==> src/hw/rtl/nrmc_pkg.sv <==
// shared types, constants and recipe tables of the nmea rmc extractor
package nrmc_pkg;

  // characters of interest
  localparam logic [7:0] TagChar   = 8'h43;  // 'C'
  localparam logic [7:0] OkChar    = 8'h41;  // 'A'
  localparam logic [7:0] CommaChar = 8'h2C;  // ','

  // result status codes
  localparam logic [1:0] StByte    = 2'd0;
  localparam logic [1:0] StDone    = 2'd1;
  localparam logic [1:0] StTimeout = 2'd2;

  // recipe codes
  localparam logic [1:0] ModeStatusTimeDate = 2'd0;
  localparam logic [1:0] ModeLat            = 2'd1;
  localparam logic [1:0] ModeLon            = 2'd2;
  localparam logic [1:0] ModeTimeDate       = 2'd3;

  // register map
  localparam int unsigned AddrW    = 3;
  localparam logic        RegMode  = 1'b0;
  localparam logic        RegLimit = 1'b1;
  localparam logic [1:0]  ModeReset  = ModeStatusTimeDate;
  localparam logic [15:0] LimitReset = 16'd4200;

  // field geometry
  localparam logic [3:0] TimeLast = 4'd5;
  localparam logic [3:0] MaxPos   = 4'd11;

  // queue between front and back
  localparam int unsigned QueueDepth = 2;
  localparam int unsigned QueuePtrW  = (QueueDepth > 1) ? $clog2(QueueDepth) : 1;
  localparam int unsigned QueueCntW  = $clog2(QueueDepth + 1);

  // classified input beat
  typedef struct packed {
    logic [7:0] data;
    logic       is_tag;
    logic       is_ok;
    logic       is_comma;
  } item_t;

  // configuration seen by the back end
  typedef struct packed {
    logic [1:0]  mode;
    logic [15:0] limit;
  } cfg_t;

  // commas to count before the tail field
  function automatic logic [3:0] comma_target(input logic [1:0] mode);
    logic [3:0] r;
    case (mode)
      ModeStatusTimeDate: r = 4'd7;
      ModeLat:            r = 4'd3;
      ModeLon:            r = 4'd5;
      default:            r = 4'd8;
    endcase
    return r;
  endfunction

  // characters in the tail field
  function automatic logic [3:0] tail_len(input logic [1:0] mode);
    logic [3:0] r;
    case (mode)
      ModeLat: r = 4'd11;
      ModeLon: r = 4'd12;
      default: r = 4'd6;
    endcase
    return r;
  endfunction

  // buffer position of the first tail character
  function automatic logic [3:0] tail_base(input logic [1:0] mode);
    logic [3:0] r;
    case (mode)
      ModeLat, ModeLon: r = 4'd0;
      default:          r = 4'd6;
    endcase
    return r;
  endfunction

endpackage

==> src/hw/rtl/nmea_rmc_field_extractor_core.sv <==
// top level of the nmea rmc field extractor
// an accepted byte is queued, and any result it yields is then registered on out_valid_o
// throughput: one byte per cycle, set by the single-step recipe state machine, unless stalled
// a two-entry queue parts input acceptance from the result register, so either side may stall
// reset: asynchronous, active low; clears state, queue and result slot, loads register defaults
// no clearing pass after reset: bytes are taken from the first cycle
module nmea_rmc_field_extractor_core (
  input  logic                       clk_i,
  input  logic                       rst_ni,
  input  logic                       in_valid_i,
  output logic                       in_ready_o,
  input  logic [7:0]                 rx_byte_i,
  output logic                       out_valid_o,
  input  logic                       out_ready_i,
  output logic [7:0]                 captured_byte_o,
  output logic [3:0]                 buffer_position_o,
  output logic [1:0]                 result_status_o,
  input  logic                       psel,
  input  logic                       penable,
  input  logic                       pwrite,
  input  logic [nrmc_pkg::AddrW-1:0] paddr,
  input  logic [31:0]                pwdata,
  output logic [31:0]                prdata,
  output logic                       pready
);

  nrmc_pkg::cfg_t  cfg;
  nrmc_pkg::item_t front_item;
  nrmc_pkg::item_t back_item;
  logic            push;
  logic            pop;
  logic            q_full;
  logic            q_empty;

  // configuration registers
  nrmc_cfg u_cfg (
    .clk_i   (clk_i),
    .rst_ni  (rst_ni),
    .psel    (psel),
    .penable (penable),
    .pwrite  (pwrite),
    .paddr   (paddr),
    .pwdata  (pwdata),
    .prdata  (prdata),
    .pready  (pready),
    .cfg_o   (cfg)
  );

  // byte intake and classification
  nrmc_front u_front (
    .in_valid_i (in_valid_i),
    .in_ready_o (in_ready_o),
    .rx_byte_i  (rx_byte_i),
    .q_full_i   (q_full),
    .push_o     (push),
    .item_o     (front_item)
  );

  // decoupling queue
  nrmc_fifo u_fifo (
    .clk_i   (clk_i),
    .rst_ni  (rst_ni),
    .push_i  (push),
    .item_i  (front_item),
    .full_o  (q_full),
    .pop_i   (pop),
    .empty_o (q_empty),
    .item_o  (back_item)
  );

  // recipe engine and result register
  nrmc_back u_back (
    .clk_i             (clk_i),
    .rst_ni            (rst_ni),
    .cfg_i             (cfg),
    .empty_i           (q_empty),
    .item_i            (back_item),
    .pop_o             (pop),
    .out_ready_i       (out_ready_i),
    .out_valid_o       (out_valid_o),
    .captured_byte_o   (captured_byte_o),
    .buffer_position_o (buffer_position_o),
    .result_status_o   (result_status_o)
  );

endmodule

==> src/hw/rtl/nrmc_cfg.sv <==
// apb register block holding recipe select and search limit
module nrmc_cfg (
  input  logic                       clk_i,
  input  logic                       rst_ni,
  input  logic                       psel,
  input  logic                       penable,
  input  logic                       pwrite,
  input  logic [nrmc_pkg::AddrW-1:0] paddr,
  input  logic [31:0]                pwdata,
  output logic [31:0]                prdata,
  output logic                       pready,
  output nrmc_pkg::cfg_t             cfg_o
);

  logic [1:0]  mode_q, mode_d;
  logic [15:0] limit_q, limit_d;
  logic        wr_en;

  assign pready = 1'b1;
  assign wr_en  = psel & penable & pwrite;

  // register write decode
  always_comb begin
    mode_d  = mode_q;
    limit_d = limit_q;
    if (wr_en) begin
      case (paddr[2])
        nrmc_pkg::RegMode:  mode_d  = pwdata[1:0];
        nrmc_pkg::RegLimit: limit_d = pwdata[15:0];
        default: ;
      endcase
    end
  end

  always_ff @(posedge clk_i or negedge rst_ni) begin
    if (!rst_ni) begin
      mode_q  <= nrmc_pkg::ModeReset;
      limit_q <= nrmc_pkg::LimitReset;
    end else begin
      mode_q  <= mode_d;
      limit_q <= limit_d;
    end
  end

  // read mux
  always_comb begin
    case (paddr[2])
      nrmc_pkg::RegMode:  prdata = {30'd0, mode_q};
      nrmc_pkg::RegLimit: prdata = {16'd0, limit_q};
      default:            prdata = 32'd0;
    endcase
  end

  assign cfg_o.mode  = mode_q;
  assign cfg_o.limit = limit_q;

endmodule

==> src/hw/rtl/nrmc_front.sv <==
// input side: accepts stream bytes and tags them with their character class
module nrmc_front (
  input  logic            in_valid_i,
  output logic            in_ready_o,
  input  logic [7:0]      rx_byte_i,
  input  logic            q_full_i,
  output logic            push_o,
  output nrmc_pkg::item_t item_o
);

  // take a beat whenever the queue has room
  assign in_ready_o = ~q_full_i;
  assign push_o     = in_valid_i & ~q_full_i;

  // character classification
  assign item_o.data     = rx_byte_i;
  assign item_o.is_tag   = (rx_byte_i == nrmc_pkg::TagChar);
  assign item_o.is_ok    = (rx_byte_i == nrmc_pkg::OkChar);
  assign item_o.is_comma = (rx_byte_i == nrmc_pkg::CommaChar);

endmodule

==> src/hw/rtl/nrmc_fifo.sv <==
// short register queue between front and back
module nrmc_fifo (
  input  logic            clk_i,
  input  logic            rst_ni,
  input  logic            push_i,
  input  nrmc_pkg::item_t item_i,
  output logic            full_o,
  input  logic            pop_i,
  output logic            empty_o,
  output nrmc_pkg::item_t item_o
);

  localparam logic [nrmc_pkg::QueuePtrW-1:0] PtrLast =
    nrmc_pkg::QueuePtrW'(nrmc_pkg::QueueDepth - 1);
  localparam logic [nrmc_pkg::QueueCntW-1:0] CntFull =
    nrmc_pkg::QueueCntW'(nrmc_pkg::QueueDepth);

  nrmc_pkg::item_t                    slot_q [nrmc_pkg::QueueDepth];
  logic [nrmc_pkg::QueuePtrW-1:0]     wr_ptr_q, wr_ptr_d;
  logic [nrmc_pkg::QueuePtrW-1:0]     rd_ptr_q, rd_ptr_d;
  logic [nrmc_pkg::QueueCntW-1:0]     cnt_q, cnt_d;

  assign full_o  = (cnt_q == CntFull);
  assign empty_o = (cnt_q == '0);
  assign item_o  = slot_q[rd_ptr_q];

  // pointer and fill count update
  always_comb begin
    wr_ptr_d = wr_ptr_q;
    rd_ptr_d = rd_ptr_q;
    cnt_d    = cnt_q;
    if (push_i) begin
      wr_ptr_d = (wr_ptr_q == PtrLast) ? '0 : wr_ptr_q + 1'b1;
    end
    if (pop_i) begin
      rd_ptr_d = (rd_ptr_q == PtrLast) ? '0 : rd_ptr_q + 1'b1;
    end
    case ({push_i, pop_i})
      2'b10:   cnt_d = cnt_q + 1'b1;
      2'b01:   cnt_d = cnt_q - 1'b1;
      default: cnt_d = cnt_q;
    endcase
  end

  always_ff @(posedge clk_i or negedge rst_ni) begin
    if (!rst_ni) begin
      wr_ptr_q <= '0;
      rd_ptr_q <= '0;
      cnt_q    <= '0;
    end else begin
      wr_ptr_q <= wr_ptr_d;
      rd_ptr_q <= rd_ptr_d;
      cnt_q    <= cnt_d;
    end
  end

  // slot storage
  always_ff @(posedge clk_i) begin
    if (push_i) begin
      slot_q[wr_ptr_q] <= item_i;
    end
  end

endmodule

==> src/hw/rtl/nrmc_back.sv <==
// back end: recipe state machine and result register
module nrmc_back (
  input  logic            clk_i,
  input  logic            rst_ni,
  input  nrmc_pkg::cfg_t  cfg_i,
  input  logic            empty_i,
  input  nrmc_pkg::item_t item_i,
  output logic            pop_o,
  input  logic            out_ready_i,
  output logic            out_valid_o,
  output logic [7:0]      captured_byte_o,
  output logic [3:0]      buffer_position_o,
  output logic [1:0]      result_status_o
);

  typedef enum logic [2:0] {
    PhHunt   = 3'd0,
    PhSkip1  = 3'd1,
    PhTime   = 3'd2,
    PhSkipC  = 3'd3,
    PhStatus = 3'd4,
    PhCommas = 3'd5,
    PhTail   = 3'd6
  } phase_e;

  phase_e      phase_q, phase_d;
  logic [15:0] hunt_q, hunt_d;
  logic [3:0]  comma_q, comma_d;
  logic [3:0]  cidx_q, cidx_d;
  logic [1:0]  jmode_q, jmode_d;
  logic        out_valid_q, out_valid_d;
  logic [7:0]  byte_q, byte_d;
  logic [3:0]  pos_q, pos_d;
  logic [1:0]  status_q, status_d;

  // pop a beat when the result slot is free or draining
  assign pop_o = ~empty_i & (~out_valid_q | out_ready_i);

  // recipe step for the popped beat
  always_comb begin
    logic        emit;
    logic [7:0]  e_byte;
    logic [3:0]  e_pos;
    logic [1:0]  e_st;
    logic [15:0] h1;
    logic [3:0]  c1;
    logic [4:0]  t1;

    phase_d = phase_q;
    hunt_d  = hunt_q;
    comma_d = comma_q;
    cidx_d  = cidx_q;
    jmode_d = jmode_q;
    emit    = 1'b0;
    e_byte  = item_i.data;
    e_pos   = cidx_q;
    e_st    = nrmc_pkg::StByte;
    h1      = hunt_q + 16'd1;
    c1      = comma_q + 4'd1;
    t1      = {1'b0, cidx_q} + 5'd1;

    if (pop_o) begin
      case (phase_q)
        PhSkip1: begin
          phase_d = PhTime;
          cidx_d  = '0;
        end
        PhTime: begin
          emit = 1'b1;
          if (cidx_q == nrmc_pkg::TimeLast) begin
            cidx_d  = '0;
            comma_d = '0;
            phase_d = (jmode_q == nrmc_pkg::ModeStatusTimeDate) ? PhSkipC : PhCommas;
          end else begin
            cidx_d = t1[3:0];
          end
        end
        PhSkipC: begin
          phase_d = PhStatus;
        end
        PhStatus: begin
          comma_d = '0;
          if (item_i.is_ok) begin
            phase_d = PhCommas;
          end else begin
            phase_d = PhHunt;
            cidx_d  = '0;
          end
        end
        PhCommas: begin
          if (item_i.is_comma) begin
            if (c1 >= nrmc_pkg::comma_target(jmode_q)) begin
              comma_d = '0;
              cidx_d  = '0;
              phase_d = PhTail;
            end else begin
              comma_d = c1;
            end
          end
        end
        PhTail: begin
          emit  = 1'b1;
          e_pos = nrmc_pkg::tail_base(jmode_q) + cidx_q;
          if (t1 >= {1'b0, nrmc_pkg::tail_len(jmode_q)}) begin
            e_st    = nrmc_pkg::StDone;
            phase_d = PhHunt;
            hunt_d  = '0;
            comma_d = '0;
            cidx_d  = '0;
          end else begin
            cidx_d = t1[3:0];
          end
        end
        default: begin
          // hunting, also any unused phase code
          phase_d = PhHunt;
          if (item_i.is_tag) begin
            jmode_d = cfg_i.mode;
            comma_d = '0;
            cidx_d  = '0;
            phase_d = (cfg_i.mode == nrmc_pkg::ModeLat ||
                       cfg_i.mode == nrmc_pkg::ModeLon) ? PhCommas : PhSkip1;
          end else if (h1 >= cfg_i.limit || h1 == '0) begin
            emit    = 1'b1;
            e_byte  = '0;
            e_pos   = '0;
            e_st    = nrmc_pkg::StTimeout;
            hunt_d  = '0;
            comma_d = '0;
            cidx_d  = '0;
          end else begin
            hunt_d = h1;
          end
        end
      endcase
    end

    // result slot
    out_valid_d = out_valid_q & ~out_ready_i;
    byte_d      = byte_q;
    pos_d       = pos_q;
    status_d    = status_q;
    if (emit) begin
      out_valid_d = 1'b1;
      byte_d      = e_byte;
      pos_d       = e_pos;
      status_d    = e_st;
    end
  end

  always_ff @(posedge clk_i or negedge rst_ni) begin
    if (!rst_ni) begin
      phase_q     <= PhHunt;
      hunt_q      <= '0;
      comma_q     <= '0;
      cidx_q      <= '0;
      jmode_q     <= nrmc_pkg::ModeStatusTimeDate;
      out_valid_q <= 1'b0;
      byte_q      <= '0;
      pos_q       <= '0;
      status_q    <= nrmc_pkg::StByte;
    end else begin
      phase_q     <= phase_d;
      hunt_q      <= hunt_d;
      comma_q     <= comma_d;
      cidx_q      <= cidx_d;
      jmode_q     <= jmode_d;
      out_valid_q <= out_valid_d;
      byte_q      <= byte_d;
      pos_q       <= pos_d;
      status_q    <= status_d;
    end
  end

  assign out_valid_o       = out_valid_q;
  assign captured_byte_o   = byte_q;
  assign buffer_position_o = pos_q;
  assign result_status_o   = status_q;

endmodule

==> config.mk <==
export PLATFORM = sky130hd
export DESIGN_NAME = nmea_rmc_field_extractor_core
export DESIGN_NICKNAME = d
export VERILOG_FILES = /design/src/hw/rtl/nrmc_pkg.sv /design/src/hw/rtl/nmea_rmc_field_extractor_core.sv /design/src/hw/rtl/nrmc_cfg.sv /design/src/hw/rtl/nrmc_front.sv /design/src/hw/rtl/nrmc_fifo.sv /design/src/hw/rtl/nrmc_back.sv
export SDC_FILE = /design/constraint.sdc
export NUM_CORES = 1
export LEC_CHECK = 0
export BUFFER_PORTS_ARGS = -buffer_cell sky130_fd_sc_hd__buf_2
export CELL_PAD_IN_SITES_DETAIL_PLACEMENT = 1
export CELL_PAD_IN_SITES_GLOBAL_PLACEMENT = 1
export CORE_UTILIZATION = 39
export DETAILED_ROUTE_END_ITERATION = 16
export PLACE_DENSITY_LB_ADDON = 0.1
export SYNTH_ARGS = -nofsm -noshare
export SYNTH_HDL_FRONTEND = slang
export SYNTH_SLANG_ARGS = --single-unit
==> constraint.sdc <==
create_clock -name clk_i -period 4.2 [get_ports clk_i]
set_clock_uncertainty 0.1 [all_clocks]
set_input_delay 0.21 -clock clk_i [delete_from_list [all_inputs] [get_ports clk_i]]
set_output_delay 0.21 -clock clk_i [all_outputs]
set_load 0.01 [all_outputs]
==> flow_summary.json <==
{
  "status": "completed",
  "hold_path_class": "in2reg",
  "synthMostInstantiatedCell": "dfrtp_1",
  "gr-total-overflow": 0,
  "clk_path_buf_depth": 2,
  "reg2reg_setup_slack_ns": 0.28,
  "synthesis.area_um2": 5265,
  "clk_latency_ns": 0.35,
  "synthXorXnorAreaFrac": 0.04468,
  "fmax_mhz": 254.9,
  "hold_violations": 0,
  "synthAdderAreaFrac": 0.09173,
  "crit_required_ns": 4.35,
  "placed_area_um2": 5668,
  "dieArea_um2": 13970,
  "grt_start_max_net_pins": 36,
  "die_x_um": 118.2,
  "num_io_pins": 99,
  "synthMuxAreaShare": 0.08341,
  "p_sw_uw": 1369,
  "fp-row-count": 42,
  "m1WireLength_um": 6383,
  "syn_inst": 487,
  "post-route-period-util": 0.9340,
  "dp_hpwl_um": 9073,
  "grt_use_total": 0.1983,
  "finalWirelength_um": 12860,
  "tritoncts": "yes",
  "yosysTopAreaCell": "dfrtp_1",
  "seq_power_share": 0.382,
  "drive_above_1_share": 0.2242,
  "synth_seq_cells": 88,
  "antenna_cells": 0,
  "yosysUniqueCellTypes": 65,
  "met2_length_um": 5872,
  "met3_length_um": 448,
  "cap_viol_max_count": 0,
  "drc": 0,
  "synth_top_area_frac": 0.2947,
  "core_um2": 13190,
  "vias": 3847,
  "finalNetCount": 654,
  "cts-root-buf": "clkbuf_16",
  "grt_pass1_wl_um": 21460,
  "htreeDepth": 3,
  "combPwrFrac": 0.389,
  "register_area_um2": 2318,
  "grt_antenna_before_repair": 0,
  "worstSetupStartpointType": "flop",
  "fin_area_um2": 6198,
  "grt_pass1_vias": 4044,
  "place_congestion": 0.7756,
  "path_clk_slew_ns": 0.07,
  "maxSlewHeadroom": 0.3361,
  "irDropWorstVdd_mv": 0.2791,
  "ys_warn_count": 0,
  "worst_slew_pin_slew_ns": 0.9922,
  "postSynth.asyncResetShare": 0.7500,
  "synth.area.top_cells": "dfrtp_1 (29%), edfxtp_1 (13%), ha_1 (8.8%)",
  "cts_buffers": 9,
  "synth_top_family_by_area": "simple AND/OR/NAND/NOR gates",
  "synth_compound_area_frac": 0.1231,
  "wl_per_cell_um": 17.21,
  "pwr-share-clk": 0.229,
  "p_total_uw": 3484,
  "crit_fanout": 7,
  "multiInputGateArea_um2": 2671,
  "switching_share": 0.3931,
  "synth_edf_count": 22,
  "fin_setup_tns_ns": 0,
  "ant_nets": 0,
  "floorplan.initialDensity": 0.3992,
  "dr.pass1.iters": 4,
  "highest_layer": "met4",
  "synthSimpleGateAreaFrac": 0.1504,
  "p_per_area_nw_per_um2": 562.0,
  "p_int_uw": 2114,
  "ys.flop_type": "dfrtp_1",
  "nFillCells": 1453,
  "grt_setup_unrepaired": "no",
  "period_minus_slack_ns": 3.923,
  "path_class": "reg2reg",
  "area_delta_synth_final_pct": 17.73,
  "clock-sinks": 88,
  "fin_hold_ws_ns": 0.005381,
  "port_buffers": 63,
  "finalSetupViolations": 0,
  "cp-end-kind": "flop",
  "yosysSeqAreaShare": 0.4401,
  "drtIter0Drc": 147,
  "drt-vias-per-instance": 5.150,
  "critPathArrivalTime_ns": 4.07,
  "syn_area_per_cell_um2": 10.81,
  "synth_common_cells": "dfrtp_1 (62), ha_1 (37), inv_1 (31)",
  "p_leak_uw": 0.002929,
  "finalMaxSlewViolations": 0,
  "fp.dieH_um": 118.2
}
==> power groups by stage <==
stage / clock (uW) / combinational (uW) / sequential (uW)
floorplan: 0 / 1020 / 1250
global placement: 0 / 1300 / 1330
detailed placement: 0 / 1340 / 1340
CTS: 818 / 1370 / 1330
global route: 851 / 1530 / 1370
finish: 799 / 1350 / 1330
==> kinds of logic after synthesis <==
family	Yosys count
multiplexers	40
other	2
buffers and inverters	69
XOR/XNOR	26
flip-flops	88
AO/OA/AOI/OAI	90
adder cells (fa/ha/maj)	38
AND/OR/NAND/NOR	134
==> flip-flops by register name, indices dropped and copies added (netlist names), 2 cells and up <==
signal / flops
u_fifo.slot_q: 22
u_back.hunt_q: 16
u_cfg.limit_q: 16
u_back.captured_byte_o: 8
u_back.buffer_position_o: 4
u_back.cidx_q: 4
u_back.comma_q: 4
u_back.phase_q: 3
u_back.jmode_q: 2
u_back.result_status_o: 2
u_cfg.mode_q: 2
u_fifo.cnt_q: 2
==> layout by cell type, fill, tap and decap left out, drive strengths merged, types with 10 or more instances in the layout <==
cell         synthesis  routed
a22o                13      13
and2                15      15
buf                 27      68
conb                 2      17
dfrtp               62      62
dlygate4sd3          0      23
edfxtp              22      22
ha                  37      37
inv                 31      34
mux2                28      28
mux2i               12      12
nand2               30      30
nand3               14      14
nor2                16      16
nor3                11      11
o21ai               23      23
xnor2               16      16
xor2                10      10
==> worst paths after layout <==
path / startpoint / end / cells past startpoint
max in group asynchronous: rst_ni / u_back.hunt_q[0] / 3
min reg2reg: u_back.buffer_position_o[3] / u_back.buffer_position_o[3] / 1
min: pwdata[14] / u_cfg.limit_q[14] / 2
max: u_back.hunt_q[0] / u_back.comma_q[0] / 14
max reg2reg: u_back.hunt_q[0] / u_back.comma_q[0] / 14
min in group asynchronous: rst_ni / u_back.cidx_q[2] / 2
==> area by class of cell <==
type	count	share of cell area
clock buffers	9	0.03633
clock inverters	7	0.01029
repair buffers	91	0.09407
flip-flops and latches	88	0.3740
well taps	176	0.03553
multi-input cells	345	0.4310
inverters	31	0.01877
==> critical path, stage by stage, from the launching register on <==
cell and delay [ns]:
dfrtp_2 0.45, ha_1 0.30, and4_1 0.32, nand3_1 0.20
nor3_1 0.28, xor2_1 0.24, ha_1 0.21, nor2_1 0.05
o211ai_1 0.15, a41oi_1 0.08, or3_1 0.38, o21ai_2 0.22
o41ai_2 0.11, or3_4 0.42, mux2_4 0.30
==> routing by layer <==
| layer | GRT usage | up-vias |
|---|---|---|
| li1 | - | 1867 |
| met1 | 0.2760 | 1899 |
| met2 | 0.3092 | 69 |
| met3 | 0.04537 | 12 |
| met4 | 0.05449 | 0 |
| met5 | 0 | - |
==> through the flow <==
step	util	std cells	setup WS, ns
detailed placement	0.4297	708	0.1730
global placement	0.4297	708	0.2149
global route	0.4699	747	0.06620
CTS	0.4691	747	0.1404
floorplan	-	502	0.7672
finish	0.4699	747	0.2770
==> what timing repair did <==
action / in CTS / in global routing
resized for setup: 0 / 3
endpoints found under the setup margin: 0 / 13
hold endpoints to repair: 64 / 0
setup buffers: 0 / 0
hold buffers: 23 / 0
Note: power is estimated with default switching activity, not from simulation.
